===== src/hdl/fqs_pkg.sv =====
// ----------------------------------------------------------------------------
// fqs_pkg
// Shared widths, request codes and control types for the FIFO queue with
// running statistics.
// ----------------------------------------------------------------------------
package fqs_pkg;

  // Width of one stored entry.
  localparam int DATA_W = 32;

  // Request operation codes.
  localparam logic [1:0] OP_ENQ    = 2'd0;
  localparam logic [1:0] OP_DEQ    = 2'd1;
  localparam logic [1:0] OP_SEARCH = 2'd2;

  // Result status codes.
  localparam logic [1:0] STS_OK        = 2'd0;
  localparam logic [1:0] STS_UNDERFLOW = 2'd1;
  localparam logic [1:0] STS_OVERFLOW  = 2'd2;

  // Control from the scan sequencer to the statistics unit.
  typedef struct packed {
    logic clear;   // a new request starts, reset the accumulators
    logic sample;  // memory read data holds the next entry in queue order
  } fqs_ctl_t;

endpackage


===== src/hdl/fqs_stats.sv =====
// ----------------------------------------------------------------------------
// fqs_stats
// Accumulates front, maximum, minimum, exact sum, search hit and the three
// largest distinct values over entries streamed in queue order.
// ----------------------------------------------------------------------------
module fqs_stats import fqs_pkg::*; #(
  parameter int SUM_W = 38
) (
  input  logic                     clk,
  input  logic                     rst_n,
  input  fqs_ctl_t                 ctl_i,
  input  logic signed [DATA_W-1:0] sample_i,
  input  logic signed [DATA_W-1:0] key_i,
  output logic signed [DATA_W-1:0] front_o,
  output logic signed [DATA_W-1:0] max_o,
  output logic signed [DATA_W-1:0] min_o,
  output logic signed [SUM_W-1:0]  sum_o,
  output logic signed [DATA_W-1:0] third_o,
  output logic                     third_vld_o,
  output logic                     found_o
);

  logic                     first_r;
  logic                     found_r;
  logic [1:0]               ntop_r;
  logic signed [DATA_W-1:0] front_r;
  logic signed [DATA_W-1:0] max_r;
  logic signed [DATA_W-1:0] min_r;
  logic signed [SUM_W-1:0]  sum_r;
  logic signed [DATA_W-1:0] top0_r;
  logic signed [DATA_W-1:0] top1_r;
  logic signed [DATA_W-1:0] top2_r;

  logic dup;

  // A sample already in the top list does not count again.
  assign dup = ((ntop_r != 2'd0) && (top0_r == sample_i)) ||
               ((ntop_r >= 2'd2) && (top1_r == sample_i)) ||
               ((ntop_r == 2'd3) && (top2_r == sample_i));

  // Accumulators, cleared at the start of every request.
  always_ff @(posedge clk) begin
    if (!rst_n) begin
      first_r <= 1'b1;
      found_r <= 1'b0;
      ntop_r  <= 2'd0;
    end else if (ctl_i.clear) begin
      first_r <= 1'b1;
      found_r <= 1'b0;
      ntop_r  <= 2'd0;
      front_r <= '0;
      max_r   <= '0;
      min_r   <= '0;
      sum_r   <= '0;
      top0_r  <= '0;
      top1_r  <= '0;
      top2_r  <= '0;
    end else if (ctl_i.sample) begin
      first_r <= 1'b0;
      if (first_r) begin
        front_r <= sample_i;
        max_r   <= sample_i;
        min_r   <= sample_i;
      end else begin
        if (sample_i > max_r) begin
          max_r <= sample_i;
        end
        if (sample_i < min_r) begin
          min_r <= sample_i;
        end
      end
      sum_r <= sum_r + SUM_W'(sample_i);
      if (sample_i == key_i) begin
        found_r <= 1'b1;
      end
      // Insert into the descending list of up to three distinct values.
      if (!dup) begin
        if (ntop_r == 2'd0) begin
          top0_r <= sample_i;
          ntop_r <= 2'd1;
        end else if (sample_i > top0_r) begin
          top2_r <= top1_r;
          top1_r <= top0_r;
          top0_r <= sample_i;
          if (ntop_r != 2'd3) begin
            ntop_r <= ntop_r + 2'd1;
          end
        end else if ((ntop_r == 2'd1) || (sample_i > top1_r)) begin
          top2_r <= top1_r;
          top1_r <= sample_i;
          if (ntop_r != 2'd3) begin
            ntop_r <= ntop_r + 2'd1;
          end
        end else if ((ntop_r == 2'd2) || (sample_i > top2_r)) begin
          top2_r <= sample_i;
          ntop_r <= 2'd3;
        end
      end
    end
  end

  assign front_o     = front_r;
  assign max_o       = max_r;
  assign min_o       = min_r;
  assign sum_o       = sum_r;
  assign found_o     = found_r;
  assign third_vld_o = (ntop_r == 2'd3);
  assign third_o     = (ntop_r == 2'd3) ? top2_r : '0;

endmodule


===== src/hdl/fifo_queue_with_statistics.sv =====
// ----------------------------------------------------------------------------
// fifo_queue_with_statistics
// Bounded ring FIFO of signed entries in one synchronous memory; every request
// rescans the held entries to report count, front, max, min, sum and the
// third-largest distinct value.
// ----------------------------------------------------------------------------
// Sequence: a successful dequeue first reads and retires the front entry
// (ST_POP_RD, ST_POP_WB); every request then rescans the held entries in
// ST_SCAN and registers its result in ST_DONE. The next request is accepted
// only after the result is registered; the single memory read port, one entry
// per cycle during the rescan, paces the scan. A stalled result holds the
// sequencer. Reset clears the pointers, the count and all handshake state; the
// entry memory is not cleared and only held entries are ever sampled for the
// statistics.
module fifo_queue_with_statistics import fqs_pkg::*; #(
  parameter  int QUEUE_DEPTH = 64,
  localparam int PW          = $clog2(QUEUE_DEPTH),
  localparam int CW          = $clog2(QUEUE_DEPTH + 1),
  localparam int SUM_W       = DATA_W + PW
) (
  input  logic                     clk,
  input  logic                     rst_n,
  input  logic                     in_valid,
  output logic                     in_ready,
  input  logic [1:0]               in_op,
  input  logic signed [DATA_W-1:0] in_value,
  output logic                     out_valid,
  input  logic                     out_ready,
  output logic [1:0]               out_status,
  output logic signed [DATA_W-1:0] out_popped_value,
  output logic                     out_found,
  output logic [CW-1:0]            out_item_count,
  output logic signed [DATA_W-1:0] out_front_value,
  output logic signed [DATA_W-1:0] out_largest,
  output logic signed [DATA_W-1:0] out_smallest,
  output logic signed [SUM_W-1:0]  out_total,
  output logic signed [DATA_W-1:0] out_third_largest,
  output logic                     out_third_valid
);

  localparam logic [PW:0]   DEPTH_P = (PW + 1)'(QUEUE_DEPTH);
  localparam logic [CW-1:0] DEPTH_C = CW'(QUEUE_DEPTH);
  localparam logic [PW-1:0] LAST_A  = PW'(QUEUE_DEPTH - 1);

  typedef enum logic [2:0] {
    ST_IDLE,
    ST_POP_RD,
    ST_POP_WB,
    ST_SCAN,
    ST_DONE
  } state_t;

  state_t state_r;

  logic [PW-1:0]            front_r;
  logic [CW-1:0]            count_r;
  logic [PW-1:0]            scan_addr_r;
  logic [CW-1:0]            issue_cnt_r;
  logic                     rd_pend_r;
  logic [1:0]               op_r;
  logic signed [DATA_W-1:0] value_r;
  logic [1:0]               status_r;
  logic signed [DATA_W-1:0] popped_r;
  logic                     out_valid_r;

  // Output registers.
  logic [1:0]               out_status_r;
  logic signed [DATA_W-1:0] out_popped_r;
  logic                     out_found_r;
  logic [CW-1:0]            out_count_r;
  logic signed [DATA_W-1:0] out_front_r;
  logic signed [DATA_W-1:0] out_max_r;
  logic signed [DATA_W-1:0] out_min_r;
  logic signed [SUM_W-1:0]  out_sum_r;
  logic signed [DATA_W-1:0] out_third_r;
  logic                     out_third_vld_r;

  // Entry memory.
  logic signed [DATA_W-1:0] mem [QUEUE_DEPTH];
  logic signed [DATA_W-1:0] rd_data_r;

  logic          accept;
  logic          full;
  logic          mem_we;
  logic [PW:0]   tail_sum;
  logic [PW-1:0] tail;
  logic [PW-1:0] front_inc;
  logic [PW-1:0] scan_inc;
  logic          out_free;

  fqs_ctl_t                 stat_ctl;
  logic signed [DATA_W-1:0] st_front;
  logic signed [DATA_W-1:0] st_max;
  logic signed [DATA_W-1:0] st_min;
  logic signed [SUM_W-1:0]  st_sum;
  logic signed [DATA_W-1:0] st_third;
  logic                     st_third_vld;
  logic                     st_found;

  // Handshake and address arithmetic.
  assign in_ready  = (state_r == ST_IDLE);
  assign accept    = in_valid && in_ready;
  assign full      = (count_r == DEPTH_C);
  assign mem_we    = accept && (in_op == OP_ENQ) && !full;
  assign out_free  = !out_valid_r || out_ready;

  // Tail slot: front plus count, wrapped once around the ring.
  assign tail_sum  = (PW + 1)'(front_r) + (PW + 1)'(count_r);
  assign tail      = (tail_sum >= DEPTH_P) ? PW'(tail_sum - DEPTH_P) : PW'(tail_sum);
  assign front_inc = (front_r == LAST_A) ? '0 : front_r + PW'(1);
  assign scan_inc  = (scan_addr_r == LAST_A) ? '0 : scan_addr_r + PW'(1);

  // Memory: one write port for enqueue, one registered read port.
  always_ff @(posedge clk) begin
    if (mem_we) begin
      mem[tail] <= in_value;
    end
    rd_data_r <= mem[scan_addr_r];
  end

  // Statistics unit control.
  assign stat_ctl.clear  = accept;
  assign stat_ctl.sample = rd_pend_r;

  fqs_stats #(
    .SUM_W (SUM_W)
  ) u_stats (
    .clk         (clk),
    .rst_n       (rst_n),
    .ctl_i       (stat_ctl),
    .sample_i    (rd_data_r),
    .key_i       (value_r),
    .front_o     (st_front),
    .max_o       (st_max),
    .min_o       (st_min),
    .sum_o       (st_sum),
    .third_o     (st_third),
    .third_vld_o (st_third_vld),
    .found_o     (st_found)
  );

  // Request sequencer, queue pointers and result registers.
  always_ff @(posedge clk) begin
    if (!rst_n) begin
      state_r     <= ST_IDLE;
      front_r     <= '0;
      count_r     <= '0;
      scan_addr_r <= '0;
      issue_cnt_r <= '0;
      rd_pend_r   <= 1'b0;
      out_valid_r <= 1'b0;
    end else begin
      // A result leaves on its handshake unless the next one takes its place.
      if (out_valid_r && out_ready && (state_r != ST_DONE)) begin
        out_valid_r <= 1'b0;
      end
      // Read data is valid in the cycle after each scan read is issued.
      rd_pend_r <= (state_r == ST_SCAN) && (issue_cnt_r < count_r);
      unique case (state_r)
        ST_IDLE: begin
          if (accept) begin
            op_r        <= in_op;
            value_r     <= in_value;
            popped_r    <= '0;
            scan_addr_r <= front_r;
            issue_cnt_r <= '0;
            case (in_op)
              OP_ENQ: begin
                state_r <= ST_SCAN;
                if (full) begin
                  status_r <= STS_OVERFLOW;
                end else begin
                  status_r <= STS_OK;
                  count_r  <= count_r + CW'(1);
                end
              end
              OP_DEQ: begin
                if (count_r == '0) begin
                  status_r <= STS_UNDERFLOW;
                  state_r  <= ST_SCAN;
                end else begin
                  status_r <= STS_OK;
                  state_r  <= ST_POP_RD;
                end
              end
              default: begin
                status_r <= STS_OK;
                state_r  <= ST_SCAN;
              end
            endcase
          end
        end
        ST_POP_RD: begin
          // Memory captures the front entry at this edge.
          state_r <= ST_POP_WB;
        end
        ST_POP_WB: begin
          popped_r    <= rd_data_r;
          front_r     <= front_inc;
          scan_addr_r <= front_inc;
          count_r     <= count_r - CW'(1);
          state_r     <= ST_SCAN;
        end
        ST_SCAN: begin
          // Read every held entry in queue order, one per cycle.
          if (issue_cnt_r < count_r) begin
            issue_cnt_r <= issue_cnt_r + CW'(1);
            scan_addr_r <= scan_inc;
          end else if (!rd_pend_r) begin
            state_r <= ST_DONE;
          end
        end
        ST_DONE: begin
          if (out_free) begin
            out_valid_r     <= 1'b1;
            out_status_r    <= status_r;
            out_popped_r    <= popped_r;
            out_found_r     <= (op_r == OP_SEARCH) && st_found;
            out_count_r     <= count_r;
            out_front_r     <= st_front;
            out_max_r       <= st_max;
            out_min_r       <= st_min;
            out_sum_r       <= st_sum;
            out_third_r     <= st_third;
            out_third_vld_r <= st_third_vld;
            state_r         <= ST_IDLE;
          end
        end
        default: begin
          state_r <= ST_IDLE;
        end
      endcase
    end
  end

  assign out_valid         = out_valid_r;
  assign out_status        = out_status_r;
  assign out_popped_value  = out_popped_r;
  assign out_found         = out_found_r;
  assign out_item_count    = out_count_r;
  assign out_front_value   = out_front_r;
  assign out_largest       = out_max_r;
  assign out_smallest      = out_min_r;
  assign out_total         = out_sum_r;
  assign out_third_largest = out_third_r;
  assign out_third_valid   = out_third_vld_r;

endmodule


===== config.mk =====
export PLATFORM = sky130hd
export DESIGN_NAME = fifo_queue_with_statistics
export DESIGN_NICKNAME = d
export VERILOG_FILES = /design/src/hdl/fqs_pkg.sv /design/src/hdl/fqs_stats.sv /design/src/hdl/fifo_queue_with_statistics.sv
export SDC_FILE = /design/constraint.sdc
export NUM_CORES = 2
export LEC_CHECK = 0
export ABC_AREA = 1
export BUFFER_PORTS_ARGS = -buffer_cell sky130_fd_sc_hd__buf_2
export CORE_ASPECT_RATIO = 2
export CORE_MARGIN = 2
export CORE_UTILIZATION = 60
export CTS_BUF_LIST = sky130_fd_sc_hd__clkbuf_2
export DETAILED_ROUTE_END_ITERATION = 6
export GPL_ROUTABILITY_DRIVEN = 0
export PLACE_DENSITY_LB_ADDON = 0.12
export SYNTH_ARGS = -nofsm -noshare
export SYNTH_HDL_FRONTEND = slang
export SYNTH_SLANG_ARGS = --single-unit

===== constraint.sdc =====
create_clock -name clk -period 31.7 [get_ports clk]
set_input_delay 1.585 -clock clk [delete_from_list [all_inputs] [get_ports clk]]
set_output_delay 1.585 -clock clk [all_outputs]
set_load 0.02 [all_outputs]

==> flow_summary_export.csv <==
group,metric,value,unit
status,run_status,"finished with violations",
status,violations,"design-rule violations",
logic_synthesis,yosysWarningCount,0,
timing,hold_viol_final,0,
logic_synthesis,synth_area,106000,um2
worst_setup_path,worstPathCellList,"inv_8, buf_4, buf_4, buf_4, buf_4, o21ai_0, o22ai_1, nor2_1, o22ai_1, o21ai_0, o22ai_1",
placed_design,dp_hpwl,184000,um
worst_setup_path,path_max_fanout,123,
timing,post-route-min-period,5.157,ns
clocking,clk_pin_slew,0.11,ns
worst_setup_path,worst_setup_path_start_kind,"register",
worst_setup_path,cp_top_family,"buffers and inverters",
logic_synthesis,syn_inst,8269,
cells_and_area,largest_reg_flops,2048,
routing,detailedRoute.firstIterationViolations,7787,
logic_synthesis,yosys.area_share.xor_xnor,0.003719,
cells_and_area,final_nets,9032,
pwr,power.leakage,40.56,nW
placed_design,buffer_ports.inserted,248,
logic_synthesis,dominantRegCellSynth,"sky130_fd_sc_hd__edfxtp_1",
timing,worst_slew_margin_rel,0.1181,
worst_setup_path,worst_setup_path_end_kind,"register",
routing,detail_route.vias_per_cell,6.236,
logic_synthesis,synth_mux_area_frac,0,
worst_setup_path,max_stage_delay,0.79,ns
logic_synthesis,synthAdderAreaFrac,0.02595,
routing,route.final.wire_length,303800,um
worst_setup_path,critical-path-top-cell-by-count,"sky130_fd_sc_hd__buf_4",
grt,number_of_antenna_violations_at_the_first_check_in_global_routing,18,
timing,finalMaxSlewViolations,0,
pwr,peakVddDrop,0.08031,mV
routing,drt_drc_violations_left,1,
clocking,tritoncts.num_buffers,549,
pwr,power-per-cell-area,85.51,nW/um2
grt,grt_first_pass_wirelength,441600,um
timing,setup_violations,0,
logic_synthesis,yosysSeqAreaShare,0.7366,
die,die_width,301.2,um
logic_synthesis,synth-compound-area-share,0.1253,
clocking,tritoncts_num_sinks,2622,
logic_synthesis,synth.top_cells.by_area,"sky130_fd_sc_hd__edfxtp_1 72%, sky130_fd_sc_hd__o21ai_0 6.3%, sky130_fd_sc_hd__nor2_1 5.8%",
grt,grt_pass1_vias,71648,
routing,drt_pass1_iterations,7,
die,chipHeight,598.4,um
timing,timing.setup.tns,0,ns
logic_synthesis,synthMostInstantiatedCell,"sky130_fd_sc_hd__edfxtp_1",
logic_synthesis,synth_cell_types,49,
die,floorplan.io_pins,249,
worst_hold_path,worst_min_delay_path_category,"input pin to register",
grt,overflow,0,
routing,vias,71742,
timing,post-route-period-util,0.1627,
routing,antenna_left,0,
logic_synthesis,syn_nets,8525,
clocking,post_cts.repair.setup_buffers,0,
logic_synthesis,synth_edf_count,2555,
grt,grt_max_degree,200,
clocking,clock_latency,1.65,ns
die,rows,218,
timing,timing_worst_slew_pin_value,1.323,ns
clocking,cts_tree,"yes",
logic_synthesis,syn_area_per_cell,12.82,um2
worst_setup_path,crit_type,"register to register",
clocking,clock_tree.buffer_depth,4,
clocking,holdBufCountCts,0,
die,core_region_area,175900,um2
cells_and_area,layout-drive-gt1-share,0.1503,
timing,finalHoldWorstSlack,0.2649,ns
die,die_area,180200,um2
logic_synthesis,yosys_register_bits,2622,
logic_synthesis,synth_top_cell_by_area,"sky130_fd_sc_hd__edfxtp_1",
logic_synthesis,fraction_of_registers_with_async_set_reset,0,
worst_setup_path,timing.critical_path.slowest_stage_cell,"sky130_fd_sc_hd__buf_4",
worst_setup_path,worstPathArrival,6.63,ns
worst_setup_path,required,33.17,ns
grt,grt_total_usage,0.3353,
die,initial_core_utilization,0.6024,
timing,fmax,0.1939,GHz
clocking,cts_root_buf,"sky130_fd_sc_hd__clkbuf_2",
clocking,post_cts_resized,0,
logic_synthesis,synth-simple-area-share,0.07688,
clocking,h-tree-depth,6,
timing,finalClockSkew,0.1248,ns
routing,routed_len_inst,26.41,um
logic_synthesis,synth_top_family_by_area,"compound AO/OA/AOI/OAI gates",
run,max_cap_violations,0,
cells_and_area,synthToLayoutAreaGrowth,8.842,%
worst_setup_path,cp.buffers_inverters,5,
cells_and_area,largest-register,"mem",
logic_synthesis,most_used_standard_cells_in_the_synthesized_netlist,"2,555 x sky130_fd_sc_hd__edfxtp_1, 1,637 x sky130_fd_sc_hd__nor2_1, 1,343 x sky130_fd_sc_hd__o21ai_0",
timing,unrepaired_setup_endpoints_after_global_routing,"no",
logic_synthesis,synth.top_cell.area_share,0.7239,
through the flow:
step | util | instances | instance area, um2 | power (mW) | worst slack (ns)
floorplan | - | 8269 | 106000 | 6.437 | 14.80
detailed placement | 0.6268 | 10535 | 110300 | 7.797 | 26.37
global placement | 0.6268 | 10535 | 110300 | 7.722 | 26.42
global route | 0.6557 | 11504 | 115400 | 10.34 | 26.30
finish | 0.6557 | 11504 | 115400 | 9.864 | 26.54
CTS | 0.6556 | 11494 | 115300 | 9.817 | 26.75
cell usage in the layout, fill, tap and decap left out, types with 17 or more instances in the layout:
cell type / instances
sky130_fd_sc_hd__buf_2: 248
sky130_fd_sc_hd__nand4_1: 17
sky130_fd_sc_hd__clkinv_1: 114
sky130_fd_sc_hd__o21ai_1: 132
sky130_fd_sc_hd__nand2_1: 326
sky130_fd_sc_hd__inv_1: 357
sky130_fd_sc_hd__o32ai_1: 30
sky130_fd_sc_hd__dfxtp_1: 61
sky130_fd_sc_hd__nand3_1: 76
sky130_fd_sc_hd__buf_4: 181
sky130_fd_sc_hd__edfxtp_1: 2555
sky130_fd_sc_hd__xor2_1: 40
sky130_fd_sc_hd__a21oi_1: 221
sky130_fd_sc_hd__clkinv_2: 17
sky130_fd_sc_hd__inv_2: 19
sky130_fd_sc_hd__nor2_4: 69
sky130_fd_sc_hd__o22ai_1: 638
sky130_fd_sc_hd__clkbuf_2: 792
sky130_fd_sc_hd__nor2_1: 1568
sky130_fd_sc_hd__o21ai_0: 1343
sky130_fd_sc_hd__ha_1: 215
worst reg2reg max path, cell delays in order (launching register included):
cell                      delay (ns)
sky130_fd_sc_hd__dfxtp_4        0.57
sky130_fd_sc_hd__inv_8          0.61
sky130_fd_sc_hd__buf_4          0.86
sky130_fd_sc_hd__buf_4          0.65
sky130_fd_sc_hd__buf_4          0.69
sky130_fd_sc_hd__buf_4          0.69
sky130_fd_sc_hd__o21ai_0        0.15
sky130_fd_sc_hd__o22ai_1        0.35
sky130_fd_sc_hd__nor2_1         0.08
sky130_fd_sc_hd__o22ai_1        0.17
sky130_fd_sc_hd__o21ai_0        0.09
sky130_fd_sc_hd__o22ai_1        0.18
final timing paths:
check             slack, ns               start            endpoint  cells after the start
setup reg to reg      26.54      scan_addr_r[0]        rd_data_r[4]                     11
setup / recovery      26.54      scan_addr_r[0]        rd_data_r[4]                     11
hold reg to reg        0.39  u_stats.front_o[8]  out_front_value[8]                      0
hold / removal         0.26            in_op[0]             op_r[0]                      1
routing by layer:
layer  global-route usage  up-vias  wire (um)
met5                    0        -         27
met4               0.2709        4      26690
met3              0.05204     1123      23260
met2               0.5885     3999     157300
met1               0.3551    34780      96500
li1                     -    31836          -
logic make-up after synthesis:
| kind of cell | count (synthesis) |
|---|---|
| and+or+nand+nor | 2100 |
| xor gates and xnor gates | 45 |
| DFF | 2622 |
| AOI/OAI and AO/OA | 2436 |
| adders and majority gates | 218 |
| buffers and inverters | 848 |
layout make-up:
cell class	count	area, um2
multi-input cells	4799	25120
repair buffers	438	2780
clock buffers	792	3964
clock inverters	167	1090
flip-flops and latches	2622	78080
diodes	10	25.02
well taps	2310	2890
inverters	366	1400
fillers	13148	60570
power breakdown:
group	total, mW	switching (mW)	internal (mW)
Combinational	3.61	2.62	0.984
Sequential	4.20	0.126	4.07
Clock	2.06	1.26	0.797
Total	9.86	4.01	5.86
No activity file was read; power rests on OpenSTA's default activity.
